File: config.mk
export PLATFORM = sky130hd
export DESIGN_NAME = serial_mouse_packet_decoder
export DESIGN_NICKNAME = d
export VERILOG_FILES = /design/src/hdl/smp_pkg.sv /design/src/hdl/serial_mouse_packet_decoder.sv /design/src/hdl/smp_front.sv /design/src/hdl/smp_queue.sv /design/src/hdl/smp_back.sv
export SDC_FILE = /design/constraint.sdc
export NUM_CORES = 1
export LEC_CHECK = 0
export BUFFER_PORTS_ARGS = -buffer_cell sky130_fd_sc_hd__buf_2
export CAP_MARGIN = 15
export CORE_UTILIZATION = 40
export DETAILED_ROUTE_END_ITERATION = 16
export HOLD_SLACK_MARGIN = 0.03
export PLACE_DENSITY_LB_ADDON = 0.1
export REMOVE_ABC_BUFFERS = 1
export SLEW_MARGIN = 10
export SYNTH_ARGS = -nofsm -noshare
export SYNTH_HDL_FRONTEND = slang
export SYNTH_SLANG_ARGS = --single-unit
File: constraint.sdc
create_clock -name clk -period 6.59 [get_ports clk]
set_input_delay 1.6475 -clock clk [delete_from_list [all_inputs] [get_ports clk]]
set_output_delay 1.6475 -clock clk [all_outputs]
set_load 0.005 [all_outputs]
File: src/hdl/smp_pkg.sv
// ----------------------------------------------------------------------------
// smp_pkg: shared types and constants for the serial mouse packet decoder
// Item layouts, command codes, packet phases and accumulator helpers.
// ----------------------------------------------------------------------------
package smp_pkg;

  localparam int ACC_WIDTH   = 16;
  localparam int QUEUE_DEPTH = 4;
  localparam int QPTR_W      = $clog2(QUEUE_DEPTH);
  localparam int QCNT_W      = $clog2(QUEUE_DEPTH + 1);

  localparam logic [15:0] TIMEOUT_RESET = 16'h4000;
  localparam logic [15:0] IDLE_MAX      = 16'hFFFF;

  // input mode codes
  localparam logic [1:0] MODE_BYTE     = 2'd0;
  localparam logic [1:0] MODE_LINE_ERR = 2'd1;
  localparam logic [1:0] MODE_FETCH    = 2'd2;
  localparam logic [1:0] MODE_TICK     = 2'd3;

  // result event codes
  localparam logic [1:0] EV_NONE    = 2'd0;
  localparam logic [1:0] EV_DECODED = 2'd1;
  localparam logic [1:0] EV_FETCH   = 2'd2;
  localparam logic [1:0] EV_ABANDON = 2'd3;

  typedef enum logic [1:0] {
    OP_BYTE,
    OP_LINE_ERR,
    OP_FETCH,
    OP_TICK
  } op_t;

  typedef enum logic [1:0] {
    PH_HEADER,
    PH_X,
    PH_Y
  } phase_t;

  typedef struct packed {
    logic [1:0] mode;
    logic [7:0] data_byte;
  } in_item_t;

  typedef struct packed {
    logic [1:0]         event_kind;
    logic               break_request;
    logic signed [15:0] delta_x;
    logic signed [15:0] delta_y;
    logic [1:0]         button_bits;
    logic               data_pending;
  } out_item_t;

  // classified command handed from front to back
  typedef struct packed {
    op_t        op;
    logic       sync;   // header marker, bit 6 of the byte
    logic [5:0] low6;
  } cmd_t;

  function automatic logic signed [ACC_WIDTH-1:0] sat_add(
    input logic signed [ACC_WIDTH-1:0] acc,
    input logic signed [7:0]           d
  );
    logic signed [ACC_WIDTH:0] s;
    s = (ACC_WIDTH + 1)'(acc) + (ACC_WIDTH + 1)'(d);
    if (s[ACC_WIDTH] != s[ACC_WIDTH-1]) begin
      if (s[ACC_WIDTH]) begin
        sat_add = {1'b1, {(ACC_WIDTH - 1){1'b0}}};
      end else begin
        sat_add = {1'b0, {(ACC_WIDTH - 1){1'b1}}};
      end
    end else begin
      sat_add = s[ACC_WIDTH-1:0];
    end
  endfunction

  // low 16 bits of the sign-extended accumulator
  function automatic logic signed [15:0] acc_to_out(
    input logic signed [ACC_WIDTH-1:0] acc
  );
    logic signed [31:0] ext;
    ext = 32'(acc);
    acc_to_out = ext[15:0];
  endfunction

endpackage

File: src/hdl/serial_mouse_packet_decoder.sv
// ----------------------------------------------------------------------------
// serial_mouse_packet_decoder: three-byte serial mouse decoder
// Assembles header/X/Y bytes into motion, keeps saturating accumulators.
// ----------------------------------------------------------------------------
// Every accepted item yields exactly one result item. Items flow at one per
// cycle sustained unless the output stalls: a classifier pushes each item
// into a four-entry command queue, and the executor retires one command per
// cycle while the result stage can take it, into a registered result stage.
// The queue absorbs up to four items of output backpressure before in_ready
// drops. cfg_data sets the timeout in idle ticks (reset 16384); write it only
// while no item is in flight.
module serial_mouse_packet_decoder (
  input  logic               clk,
  input  logic               rst_n,
  input  logic               cfg_valid,
  output logic               cfg_ready,
  input  logic [15:0]        cfg_data,
  input  logic               in_valid,
  output logic               in_ready,
  input  smp_pkg::in_item_t  in_data,
  output logic               out_valid,
  input  logic               out_ready,
  output smp_pkg::out_item_t out_data
);
  import smp_pkg::*;

  logic q_full;
  logic q_push;
  logic q_pop;
  logic q_valid;
  cmd_t q_wdata;
  cmd_t q_cmd;

  smp_front u_front (
    .in_valid (in_valid),
    .in_ready (in_ready),
    .in_data  (in_data),
    .q_full   (q_full),
    .q_push   (q_push),
    .q_wdata  (q_wdata)
  );

  smp_queue u_queue (
    .clk     (clk),
    .rst_n   (rst_n),
    .push    (q_push),
    .wdata   (q_wdata),
    .full    (q_full),
    .pop     (q_pop),
    .q_valid (q_valid),
    .rdata   (q_cmd)
  );

  smp_back u_back (
    .clk       (clk),
    .rst_n     (rst_n),
    .cfg_valid (cfg_valid),
    .cfg_ready (cfg_ready),
    .cfg_data  (cfg_data),
    .q_valid   (q_valid),
    .q_cmd     (q_cmd),
    .q_pop     (q_pop),
    .out_valid (out_valid),
    .out_ready (out_ready),
    .out_data  (out_data)
  );

endmodule

File: src/hdl/smp_front.sv
// ----------------------------------------------------------------------------
// smp_front: input classifier
// Turns an incoming item into a command and pushes it into the queue.
// ----------------------------------------------------------------------------
module smp_front (
  input  logic              in_valid,
  output logic              in_ready,
  input  smp_pkg::in_item_t in_data,
  input  logic              q_full,
  output logic              q_push,
  output smp_pkg::cmd_t     q_wdata
);
  import smp_pkg::*;

  assign in_ready = !q_full;
  assign q_push   = in_valid && !q_full;

  always_comb begin
    q_wdata.sync = in_data.data_byte[6];
    q_wdata.low6 = in_data.data_byte[5:0];
    case (in_data.mode)
      MODE_BYTE:     q_wdata.op = OP_BYTE;
      MODE_LINE_ERR: q_wdata.op = OP_LINE_ERR;
      MODE_FETCH:    q_wdata.op = OP_FETCH;
      default:       q_wdata.op = OP_TICK;
    endcase
  end

endmodule

File: src/hdl/smp_queue.sv
// ----------------------------------------------------------------------------
// smp_queue: command queue
// Small FIFO between classifier and executor; push and pop in one cycle.
// ----------------------------------------------------------------------------
module smp_queue (
  input  logic          clk,
  input  logic          rst_n,
  input  logic          push,
  input  smp_pkg::cmd_t wdata,
  output logic          full,
  input  logic          pop,
  output logic          q_valid,
  output smp_pkg::cmd_t rdata
);
  import smp_pkg::*;

  cmd_t              slot_r [QUEUE_DEPTH];
  logic [QPTR_W-1:0] wr_ptr_r, wr_ptr_nxt;
  logic [QPTR_W-1:0] rd_ptr_r, rd_ptr_nxt;
  logic [QCNT_W-1:0] count_r, count_nxt;

  assign full    = (count_r == QCNT_W'(QUEUE_DEPTH));
  assign q_valid = (count_r != '0);
  assign rdata   = slot_r[rd_ptr_r];

  always_comb begin
    wr_ptr_nxt = wr_ptr_r;
    rd_ptr_nxt = rd_ptr_r;
    count_nxt  = count_r;
    if (push) begin
      wr_ptr_nxt = (wr_ptr_r == QPTR_W'(QUEUE_DEPTH - 1)) ? '0 : wr_ptr_r + 1'b1;
    end
    if (pop) begin
      rd_ptr_nxt = (rd_ptr_r == QPTR_W'(QUEUE_DEPTH - 1)) ? '0 : rd_ptr_r + 1'b1;
    end
    if (push && !pop) begin
      count_nxt = count_r + 1'b1;
    end else if (pop && !push) begin
      count_nxt = count_r - 1'b1;
    end
  end

  always_ff @(posedge clk) begin
    if (!rst_n) begin
      wr_ptr_r <= '0;
      rd_ptr_r <= '0;
      count_r  <= '0;
    end else begin
      wr_ptr_r <= wr_ptr_nxt;
      rd_ptr_r <= rd_ptr_nxt;
      count_r  <= count_nxt;
    end
  end

  always_ff @(posedge clk) begin
    if (push) begin
      slot_r[wr_ptr_r] <= wdata;
    end
  end

endmodule

File: src/hdl/smp_back.sv
// ----------------------------------------------------------------------------
// smp_back: packet executor
// Holds packet phase, accumulators and timeout; executes one command a
// cycle, unless the output stalls, into a registered result stage.
// ----------------------------------------------------------------------------
module smp_back (
  input  logic               clk,
  input  logic               rst_n,
  input  logic               cfg_valid,
  output logic               cfg_ready,
  input  logic [15:0]        cfg_data,
  input  logic               q_valid,
  input  smp_pkg::cmd_t      q_cmd,
  output logic               q_pop,
  output logic               out_valid,
  input  logic               out_ready,
  output smp_pkg::out_item_t out_data
);
  import smp_pkg::*;

  phase_t                      phase_r, phase_nxt;
  logic [5:0]                  hdr_r, hdr_nxt;
  logic [5:0]                  xlow_r, xlow_nxt;
  logic [15:0]                 idle_r, idle_nxt;
  logic signed [ACC_WIDTH-1:0] acc_x_r, acc_x_nxt;
  logic signed [ACC_WIDTH-1:0] acc_y_r, acc_y_nxt;
  logic [1:0]                  btn_r, btn_nxt;
  logic                        pend_r, pend_nxt;
  logic [15:0]                 timeout_r;
  logic                        out_valid_r;
  out_item_t                   out_data_r;

  logic                        fire;
  logic [15:0]                 idle_inc;
  logic signed [7:0]           pkt_dx, pkt_dy;
  out_item_t                   res;

  assign cfg_ready = 1'b1;
  assign fire      = q_valid && (!out_valid_r || out_ready);
  assign q_pop     = fire;
  assign out_valid = out_valid_r;
  assign out_data  = out_data_r;

  assign idle_inc = (idle_r == IDLE_MAX) ? idle_r : idle_r + 16'd1;
  assign pkt_dx   = {hdr_r[1:0], xlow_r};
  assign pkt_dy   = {hdr_r[3:2], q_cmd.low6};

  always_comb begin
    phase_nxt = phase_r;
    hdr_nxt   = hdr_r;
    xlow_nxt  = xlow_r;
    idle_nxt  = idle_r;
    acc_x_nxt = acc_x_r;
    acc_y_nxt = acc_y_r;
    btn_nxt   = btn_r;
    pend_nxt  = pend_r;
    res       = '0;
    res.event_kind = EV_NONE;
    if (fire) begin
      case (q_cmd.op)
        OP_BYTE: begin
          idle_nxt = '0;
          case (phase_r)
            PH_X: begin
              xlow_nxt  = q_cmd.low6;
              phase_nxt = PH_Y;
            end
            PH_Y: begin
              btn_nxt        = {hdr_r[4], hdr_r[5]};
              acc_x_nxt      = sat_add(acc_x_r, pkt_dx);
              acc_y_nxt      = sat_add(acc_y_r, pkt_dy);
              pend_nxt       = 1'b1;
              phase_nxt      = PH_HEADER;
              res.event_kind = EV_DECODED;
              res.delta_x    = 16'(pkt_dx);
              res.delta_y    = 16'(pkt_dy);
            end
            default: begin
              if (q_cmd.sync) begin
                hdr_nxt   = q_cmd.low6;
                phase_nxt = PH_X;
              end else begin
                phase_nxt         = PH_HEADER;
                res.event_kind    = EV_ABANDON;
                res.break_request = 1'b1;
              end
            end
          endcase
        end
        OP_LINE_ERR: begin
          phase_nxt         = PH_HEADER;
          idle_nxt          = '0;
          res.event_kind    = EV_ABANDON;
          res.break_request = 1'b1;
        end
        OP_FETCH: begin
          res.event_kind = EV_FETCH;
          res.delta_x    = acc_to_out(acc_x_r);
          res.delta_y    = acc_to_out(acc_y_r);
          acc_x_nxt      = '0;
          acc_y_nxt      = '0;
          pend_nxt       = 1'b0;
        end
        default: begin
          if (phase_r == PH_X || phase_r == PH_Y) begin
            idle_nxt = idle_inc;
            // a zero timeout trips on the first tick, same as one
            if (idle_inc >= timeout_r) begin
              phase_nxt      = PH_HEADER;
              idle_nxt       = '0;
              res.event_kind = EV_ABANDON;
            end
          end
        end
      endcase
    end
    res.button_bits  = btn_nxt;
    res.data_pending = (q_cmd.op == OP_FETCH) ? pend_r : pend_nxt;
  end

  always_ff @(posedge clk) begin
    if (!rst_n) begin
      phase_r     <= PH_HEADER;
      hdr_r       <= '0;
      xlow_r      <= '0;
      idle_r      <= '0;
      acc_x_r     <= '0;
      acc_y_r     <= '0;
      btn_r       <= '0;
      pend_r      <= 1'b0;
      timeout_r   <= TIMEOUT_RESET;
      out_valid_r <= 1'b0;
    end else begin
      phase_r <= phase_nxt;
      hdr_r   <= hdr_nxt;
      xlow_r  <= xlow_nxt;
      idle_r  <= idle_nxt;
      acc_x_r <= acc_x_nxt;
      acc_y_r <= acc_y_nxt;
      btn_r   <= btn_nxt;
      pend_r  <= pend_nxt;
      if (cfg_valid && cfg_ready) begin
        timeout_r <= cfg_data;
      end
      if (fire) begin
        out_valid_r <= 1'b1;
      end else if (out_ready) begin
        out_valid_r <= 1'b0;
      end
    end
  end

  always_ff @(posedge clk) begin
    if (fire) begin
      out_data_r <= res;
    end
  end

  // completing byte must decode and leave motion pending
  a_decode_sets_pending: assert property (@(posedge clk) disable iff (!rst_n)
    fire && q_cmd.op == OP_BYTE && phase_r == PH_Y |=>
      out_valid_r && out_data_r.event_kind == EV_DECODED && pend_r)
    else $error("decoded packet did not set pending");

  a_fetch_clears: assert property (@(posedge clk) disable iff (!rst_n)
    fire && q_cmd.op == OP_FETCH |=> acc_x_r == '0 && acc_y_r == '0 && !pend_r)
    else $error("fetch did not clear accumulators");

  a_idle_only_mid_packet: assert property (@(posedge clk) disable iff (!rst_n)
    idle_r != '0 |-> phase_r != PH_HEADER)
    else $error("idle count running outside a packet");

  a_result_held: assert property (@(posedge clk) disable iff (!rst_n)
    out_valid_r && !out_ready |=> out_valid_r && $stable(out_data_r))
    else $error("stalled result lost or changed");

endmodule
==> flow_summary.yaml, run 1 <==
status:
  status: "finished clean"
timing:
  post-route-min-period_ns: 4.05
  max_freq_ghz: 0.247
  setup_viol: 0
  finalCritPeriodShare_pct: 61.5
  hold_viol_final: 0
  hold_ws_ns: 0.468
  setup-tns-final_ns: 0
  slew-limit-headroom_pct: 26.5
  fin_ws_ns: 2.54
  tightestPinTransition_ns: 1.10
  rsz0062_at_grt: "no"
  finClkSkew_ns: 0.00943
  finalMaxSlewViolations: 0
pwr:
  vdd_drop_max_uv: 220
  powerDensity_nw_per_um2: 315
  power_uw: 3220
  p_leak_uw: 0.00429
synth:
  synthMuxAreaShare_pct: 5.13
  synth_seq_cells: 165
  synth.most_common_cell: "nand2_1"
  yosys.area.top_type: "edfxtp_1"
  async_flop_share_pct: 0
  synthCells: 930
  syn_area_per_cell_um2: 9.87
  synth-xor-area-share_pct: 3.14
  ys_types: 80
  yosys_warnings: 0
  synthTopCellsByArea: "edfxtp_1, dfxtp_1, ha_1"
  yosys-top-cells-count: "nand2_1, dfxtp_1, edfxtp_1"
  synth_compound_area_share_pct: 18.7
  synth_ff_type: "dfxtp_1"
  mappedNetlistArea_um2: 9180
  ys_seq_area_share_pct: 44.1
  synth_edf_count: 74
  synth_top_family_by_area: "compound AO/OA/AOI/OAI gates"
  synthAdderAreaFrac_pct: 9.22
  synth-simple-area-share_pct: 15.3
  synth_top_area_share_pct: 24.2
floorplan:
  pin_count: 72
  initial_core_util_pct: 40.6
  die_height_um: 153
  std_cell_rows: 55
  core_um2: 22600
  die-width_um: 153
  die_area_um2: 23500
grt:
  grt_pass1_vias: 6531
  grt_pass1_wl_mm: 34.4
  grt_max_degree: 65
  grt_use_total_pct: 18.4
  grt_antenna_before_repair: 0
  globalRoute.totalOverflow: 0
worst_hold_path:
  hp-class: "flop to flop"
  worstHoldEndpoint: "u_back.acc_x_r[2]$_SDFFE_PN0P_"
  hold_depth: 2
  min_from: "u_back.acc_x_r[2]$_SDFFE_PN0P_"
clock_network:
  clock_sinks: 165
  postCtsSetupBuffers: 0
  htreeDepth: 4
  cts_resized: 0
  clock-root-buffer: "clkbuf_16"
  clkSlewWorstSetupHoldPaths_ns: 0.07
  cts_made_buffers: 17
  hold_buffers: 0
  clk_path_buf_depth: 2
  clock_latency_ns: 0.42
  cts_tree: "yes"
route:
  via_per_inst: 5.45
  vias: 6916
  drt_first_iter_violations: 378
  first_pass_iters: 5
  wl_per_cell_um: 16.4
  drt-total-wl_mm: 20.8
  drc: 0
  ant_nets: 0
setup_path:
  r2r_cells: 13
  cp.buffers_inverters: 0
  reg2reg_from: "u_back.idle_r[6]$_SDFFE_PN0P_"
  required_ns: 6.91
  worstSetupPathType: "flop to flop"
  worst_setup_path_start_kind: "flop"
  path_max_fanout: 12
  cp.arrival_ns: 4.37
  rr_endpoint: "u_back.idle_r[4]$_SDFFE_PN0P_"
  crit_slowest_cell: "or3_4"
  cp_cell_sequence: "and4_1, nand4_2, or3_4, nand3_1, xnor2_1, ha_1, a21o_1, a21o_1, a21oi_1, o21a_1, and2_1, nand2_1, a2111oi_2"
  r2r_slack_ns: 2.54
  path_common_cell: "a21o_1"
  cp_top_family: "simple AND/OR/NAND/NOR gates"
  max_stage_delay_ns: 0.50
  end_kind: "flop"
placement:
  port_buffers: 69
  gp_congestion: 0.811
  post-place-ws_ns: 2.05
  dp_hpwl_mm: 14.0
layout:
  layout.nets: 1067
  syn2layout_area_growth_pct: 11.3
  drive_gt1_share_pct: 15.3
  num_antenna_cells: 0
run:
  drv_cap: 0
==> final cells by class <==
class	count	area, um2
Clock buffer	18	429
Clock inverter	14	134
Fill cell	2201	12400
Inverter	35	131
Multi-Input combinational cell	678	4730
Sequential cell	165	4040
Tap cell	285	357
Timing Repair Buffer	75	390
==> sequential cells by signal, summed over array words and instances (netlist names), 2 cells and up, named ones only <==
register / flops
u_queue.count_r: 3
u_queue.wr_ptr_r: 2
u_back.xlow_r: 6
u_back.phase_r: 2
u_queue.rd_ptr_r: 2
u_back.acc_x_r: 16
u_queue.slot_r: 36
u_back.acc_y_r: 16
u_back.btn_r: 2
u_back.timeout_r: 16
u_back.hdr_r: 6
u_back.idle_r: 16
u_back.out_data: 38
==> metal layers <==
metal  part of all wire, %  vias to the layer above  global-route usage, %
met2                    46                      121                   29.3
met4                  0.63                        0                   4.90
met1                    50                     3261                   25.8
met3                   2.9                        9                   2.98
met5                     0                        -                      0
li1                      -                     3525                      -
==> metrics by stage <==
| step | util, % | cell area, um2 | instances |
|---|---|---|---|
| 2_1_floorplan | - | 8900 | 878 |
| 3_5_place_dp | 42.7 | 9650 | 1238 |
| 6_report | 45.2 | 10200 | 1270 |
| 3_3_place_gp | 42.7 | 9650 | 1238 |
| 5_1_grt | 45.2 | 10200 | 1270 |
| 4_1_cts | 45.2 | 10200 | 1270 |
==> cells by family (layout without fill, tap and decap cells) <==
family	Yosys count	after routing
flip-flops	165	165
AO/OA/AOI/OAI	255	255
adder cells (fa/ha/maj)	66	66
buffers and inverters	87	142
multiplexers	35	35
other	1	1
XOR/XNOR	32	32
AND/OR/NAND/NOR	289	289
==> cell usage in the layout (no fill, tap or decap), drive strengths merged, types with 6 or more instances in the layout <==
| master | Yosys | layout |
|---|---|---|
| o211ai | 16 | 16 |
| mux4 | 9 | 9 |
| edfxtp | 74 | 74 |
| a21o | 19 | 19 |
| dfxtp | 91 | 91 |
| clkbuf | 32 | 18 |
| nor3 | 15 | 15 |
| a221oi | 6 | 6 |
| a211oi | 7 | 7 |
| ha | 61 | 61 |
| xnor2 | 21 | 21 |
| mux2i | 23 | 23 |
| nand4 | 12 | 12 |
| a32oi | 7 | 7 |
| xor2 | 11 | 11 |
| a21oi | 73 | 73 |
| and2 | 8 | 8 |
| a22o | 16 | 16 |
| and3 | 25 | 25 |
| nor2 | 59 | 59 |
| inv | 35 | 44 |
| o21a | 8 | 8 |
| nand3 | 15 | 15 |
| a311oi | 9 | 9 |
| nand2b | 6 | 6 |
| nor4 | 10 | 10 |
| nand2 | 114 | 114 |
| a31oi | 13 | 13 |
| buf | 19 | 75 |
| nor2b | 6 | 6 |
| o21ai | 49 | 49 |
==> power breakdown <==
part | switching [uW] | total [uW] | internal, uW
Combinational | 584 | 911 | 326
Sequential | 84.9 | 1350 | 1260
Clock | 455 | 957 | 502
Total | 1120 | 3220 | 2090
==> worst max path at each step <==
stage,startpoint,endpoint,cells past startpoint
global placement,out_ready,u_back.idle_r[11]$_SDFFE_PN0P_,9
global route,flop,u_back.acc_y_r[8]$_SDFFE_PN0P_,9
detailed placement,out_ready,u_back.idle_r[3]$_SDFFE_PN0P_,9
finish,u_back.idle_r[6]$_SDFFE_PN0P_,u_back.idle_r[4]$_SDFFE_PN0P_,13
CTS,out_ready,u_back.idle_r[3]$_SDFFE_PN0P_,9
floorplan,out_ready,u_back.idle_r[10]$_SDFFE_PN0P_,7
==> worst reg2reg max path: cells and delay by family (launching register included) <==
| family | cells | cell delay [ns] |
|---|---|---|
| xor gates and xnor gates | 1 | 0.15 |
| and+or+nand+nor | 6 | 1.73 |
| adders and majority gates | 1 | 0.27 |
| DFF | 1 | 0.47 |
| AOI/OAI and AO/OA | 5 | 1.32 |
(Power assumes the default switching activity.)
==> inputs of run 2 (changes only) <==
Settings changed: ABC_AREA set to 1.
Clock period 6.59 ns to 3.7 ns, I/O delays scaled along.
==> flow_summary.yaml, run 2 <==
placement:
  port_buffers: 69
  dpl_cell_area_um2: 10100
  post-place-ws_ns: 0.323
  dp_cells: 1547
  gp_congestion: 0.847
  dp_hpwl_mm: 15.1
grt:
  grt_max_degree: 42
  grt_antenna_before_repair: 0
  grt_pass1_wl_mm: 35.6
  grt_use_total_pct: 18.7
  grt_pass1_vias: 6979
  globalRoute.totalOverflow: 0
floorplan:
  die_height_um: 156
  die-width_um: 156
  initial_core_util_pct: 41.2
  std_cell_rows: 55
  core_um2: 22900
  pin_count: 72
  die_area_um2: 24200
timing:
  max_freq_ghz: 0.306
  finalCritPeriodShare_pct: 88.4
  fin_ws_ns: 0.430
  tightestPinTransition_ns: 0.894
  hold_viol_final: 0
  setup_viol: 0
  setup-tns-final_ns: 0
  rsz0062_at_grt: "no"
  finClkSkew_ns: 0.0188
  slew-limit-headroom_pct: 40.2
  finalMaxSlewViolations: 0
  post-route-min-period_ns: 3.27
layout:
  nFillCells: 2323
  layout_common_cells: "nand2_1, inv_1, dfxtp_1"
  instances_no_fill: 1579
  syn2layout_area_growth_pct: 13.5
  layout.nets: 1348
  final_cell_area_um2: 10700
  largest_reg_flops: 38
  drive_gt1_share_pct: 15.8
  num_antenna_cells: 0
  layout_commonest_cell: "nand2_1"
clock_network:
  clkSlewWorstSetupHoldPaths_ns: 0.07
  cts_made_buffers: 17
  clock_sinks: 165
  clk_path_buf_depth: 2
  cts_resized: 0
  cts_tree: "yes"
  clock-root-buffer: "clkbuf_16"
  htreeDepth: 4
  hold_buffers: 0
  postCtsSetupBuffers: 0
  clock_latency_ns: 0.44
synth:
  synthTopCellsByArea: "edfxtp_1, dfxtp_1, nand2_1"
  synthCells: 1189
  yosys_warnings: 0
  synth_ff_type: "dfxtp_1"
  ys_seq_area_share_pct: 42.8
  synth.most_common_cell: "nand2_1"
  ys_types: 48
  yosys-top-cells-count: "nand2_1, inv_1, dfxtp_1"
  mappedNetlistArea_um2: 9450
  synth_edf_count: 74
  synth_top_area_share_pct: 23.5
  syn_area_per_cell_um2: 7.95
  synth_seq_cells: 165
  yosys.area.top_type: "edfxtp_1"
  async_flop_share_pct: 0
run:
  drv_cap: 0
status:
  status: "finished clean"
setup_path:
  required_ns: 4.02
  end_kind: "flop"
  path_max_fanout: 9
  worst_setup_path_start_kind: "flop"
  max_stage_delay_ns: 0.39
  crit_slowest_cell: "dfxtp_1"
  cp_cell_sequence: "ha_1, nand2_1, nor2_4, nand2_2, nor2_4, nand4_4, and2_1, xor2_1, inv_1, ha_1, nand2_1, inv_1, nand3_1, nor2_1, nand3_1, nand4_1, nand2_1, inv_1, buf_4, nor2_1"
  worstSetupPathType: "flop to flop"
  cp.arrival_ns: 3.59
route:
  drc: 0
  via_per_inst: 4.84
  ant_nets: 0
  vias: 7649
  first_pass_iters: 6
  drt_first_iter_violations: 415
  wl_per_cell_um: 13.8
  drt-total-wl_mm: 21.8
pwr:
  p_leak_uw: 0.00500
  powerDensity_nw_per_um2: 640
  vdd_drop_max_uv: 344
worst_hold_path:
  hp-class: "flop to flop"
## run 2: cell count changes after synthesis, moves of 12 or more
cell,delta
a21o_1,-18
nand3_1,+60
a21oi_1,+13
a21oi_2,+28
nand2_1,+219
nand2_2,+27
o21ai_0,+26
a31oi_1,-12
inv_1,+104
and3_1,-24
o211ai_1,-16
a22o_1,-13
mux2i_1,-22
## run 2: where the power goes
group	switching (uW)	leakage [uW]	internal [uW]	total, uW
clock	898	0.000298	931	1830
combinational	1660	0.00324	860	2520
sequential	177	0.00146	2350	2520
total	2740	0.00500	4140	6870
## run 2: kinds of logic after synthesis
group,share of synthesized area (%)
simple gates,25.3
compound gates,12.8
buf+inv,7.92
flops,42.8
fa+ha+maj,8.71
xor+xnor,2.41
other cells,0.0397
## run 2: area by class of cell
class / count / area [um2] / share of cell area, %
clock buffers: 17 / 425 / 3.96
clock inverters: 15 / 195 / 1.82
inverters: 147 / 554 / 5.17
multi-input cells: 839 / 4670 / 43.5
flip-flops and latches: 165 / 4040 / 37.7
well taps: 313 / 392 / 3.65
repair buffers: 83 / 450 / 4.20
## run 2: worst paths after layout
kind | start | end | slack [ns] | depth (start not counted)
setup / recovery | u_back.idle_r[0]$_SDFFE_PN0P_ | u_back.idle_r[15]$_SDFFE_PN0P_ | 0.43 | 20
hold / removal | u_back.timeout_r[1]$_SDFFE_PN0P_ | u_back.timeout_r[1]$_SDFFE_PN0P_ | 0.47 | 2
setup reg to reg | u_back.idle_r[0]$_SDFFE_PN0P_ | u_back.idle_r[15]$_SDFFE_PN0P_ | 0.43 | 20
hold reg to reg | u_back.timeout_r[1]$_SDFFE_PN0P_ | u_back.timeout_r[1]$_SDFFE_PN0P_ | 0.47 | 2
## run 2: metal layers
| layer | vias to the layer above | wire length, um | part of all wire (%) | track usage (%) |
|---|---|---|---|---|
| met2 | 120 | 9920 | 45 | 29.9 |
| met1 | 3487 | 11000 | 51 | 26.0 |
| met5 | - | 0 | 0 | 0 |
| li1 | 4027 | - | - | - |
| met3 | 15 | 636 | 2.9 | 3.06 |
| met4 | 0 | 231 | 1.1 | 5.00 |
## run 2: critical path: cells and delay by family, from the launching register on
| family | cells | cell delay, ns |
|---|---|---|
| adders and majority gates | 2 | 0.47 |
| and+or+nand+nor | 13 | 1.54 |
| xor gates and xnor gates | 1 | 0.17 |
| buffers and inverters | 4 | 0.59 |
| DFF | 1 | 0.39 |
## run 2: metrics by stage
step	hold slack [ns]	total power (uW)	util (%)
6_report	0.466	6870	46.8
5_1_grt	0.484	7400	46.8
4_1_cts	0.470	6970	46.8
3_5_place_dp	0.459	5110	44.1
3_3_place_gp	0.455	5090	44.1
2_1_floorplan	0.439	4200	-
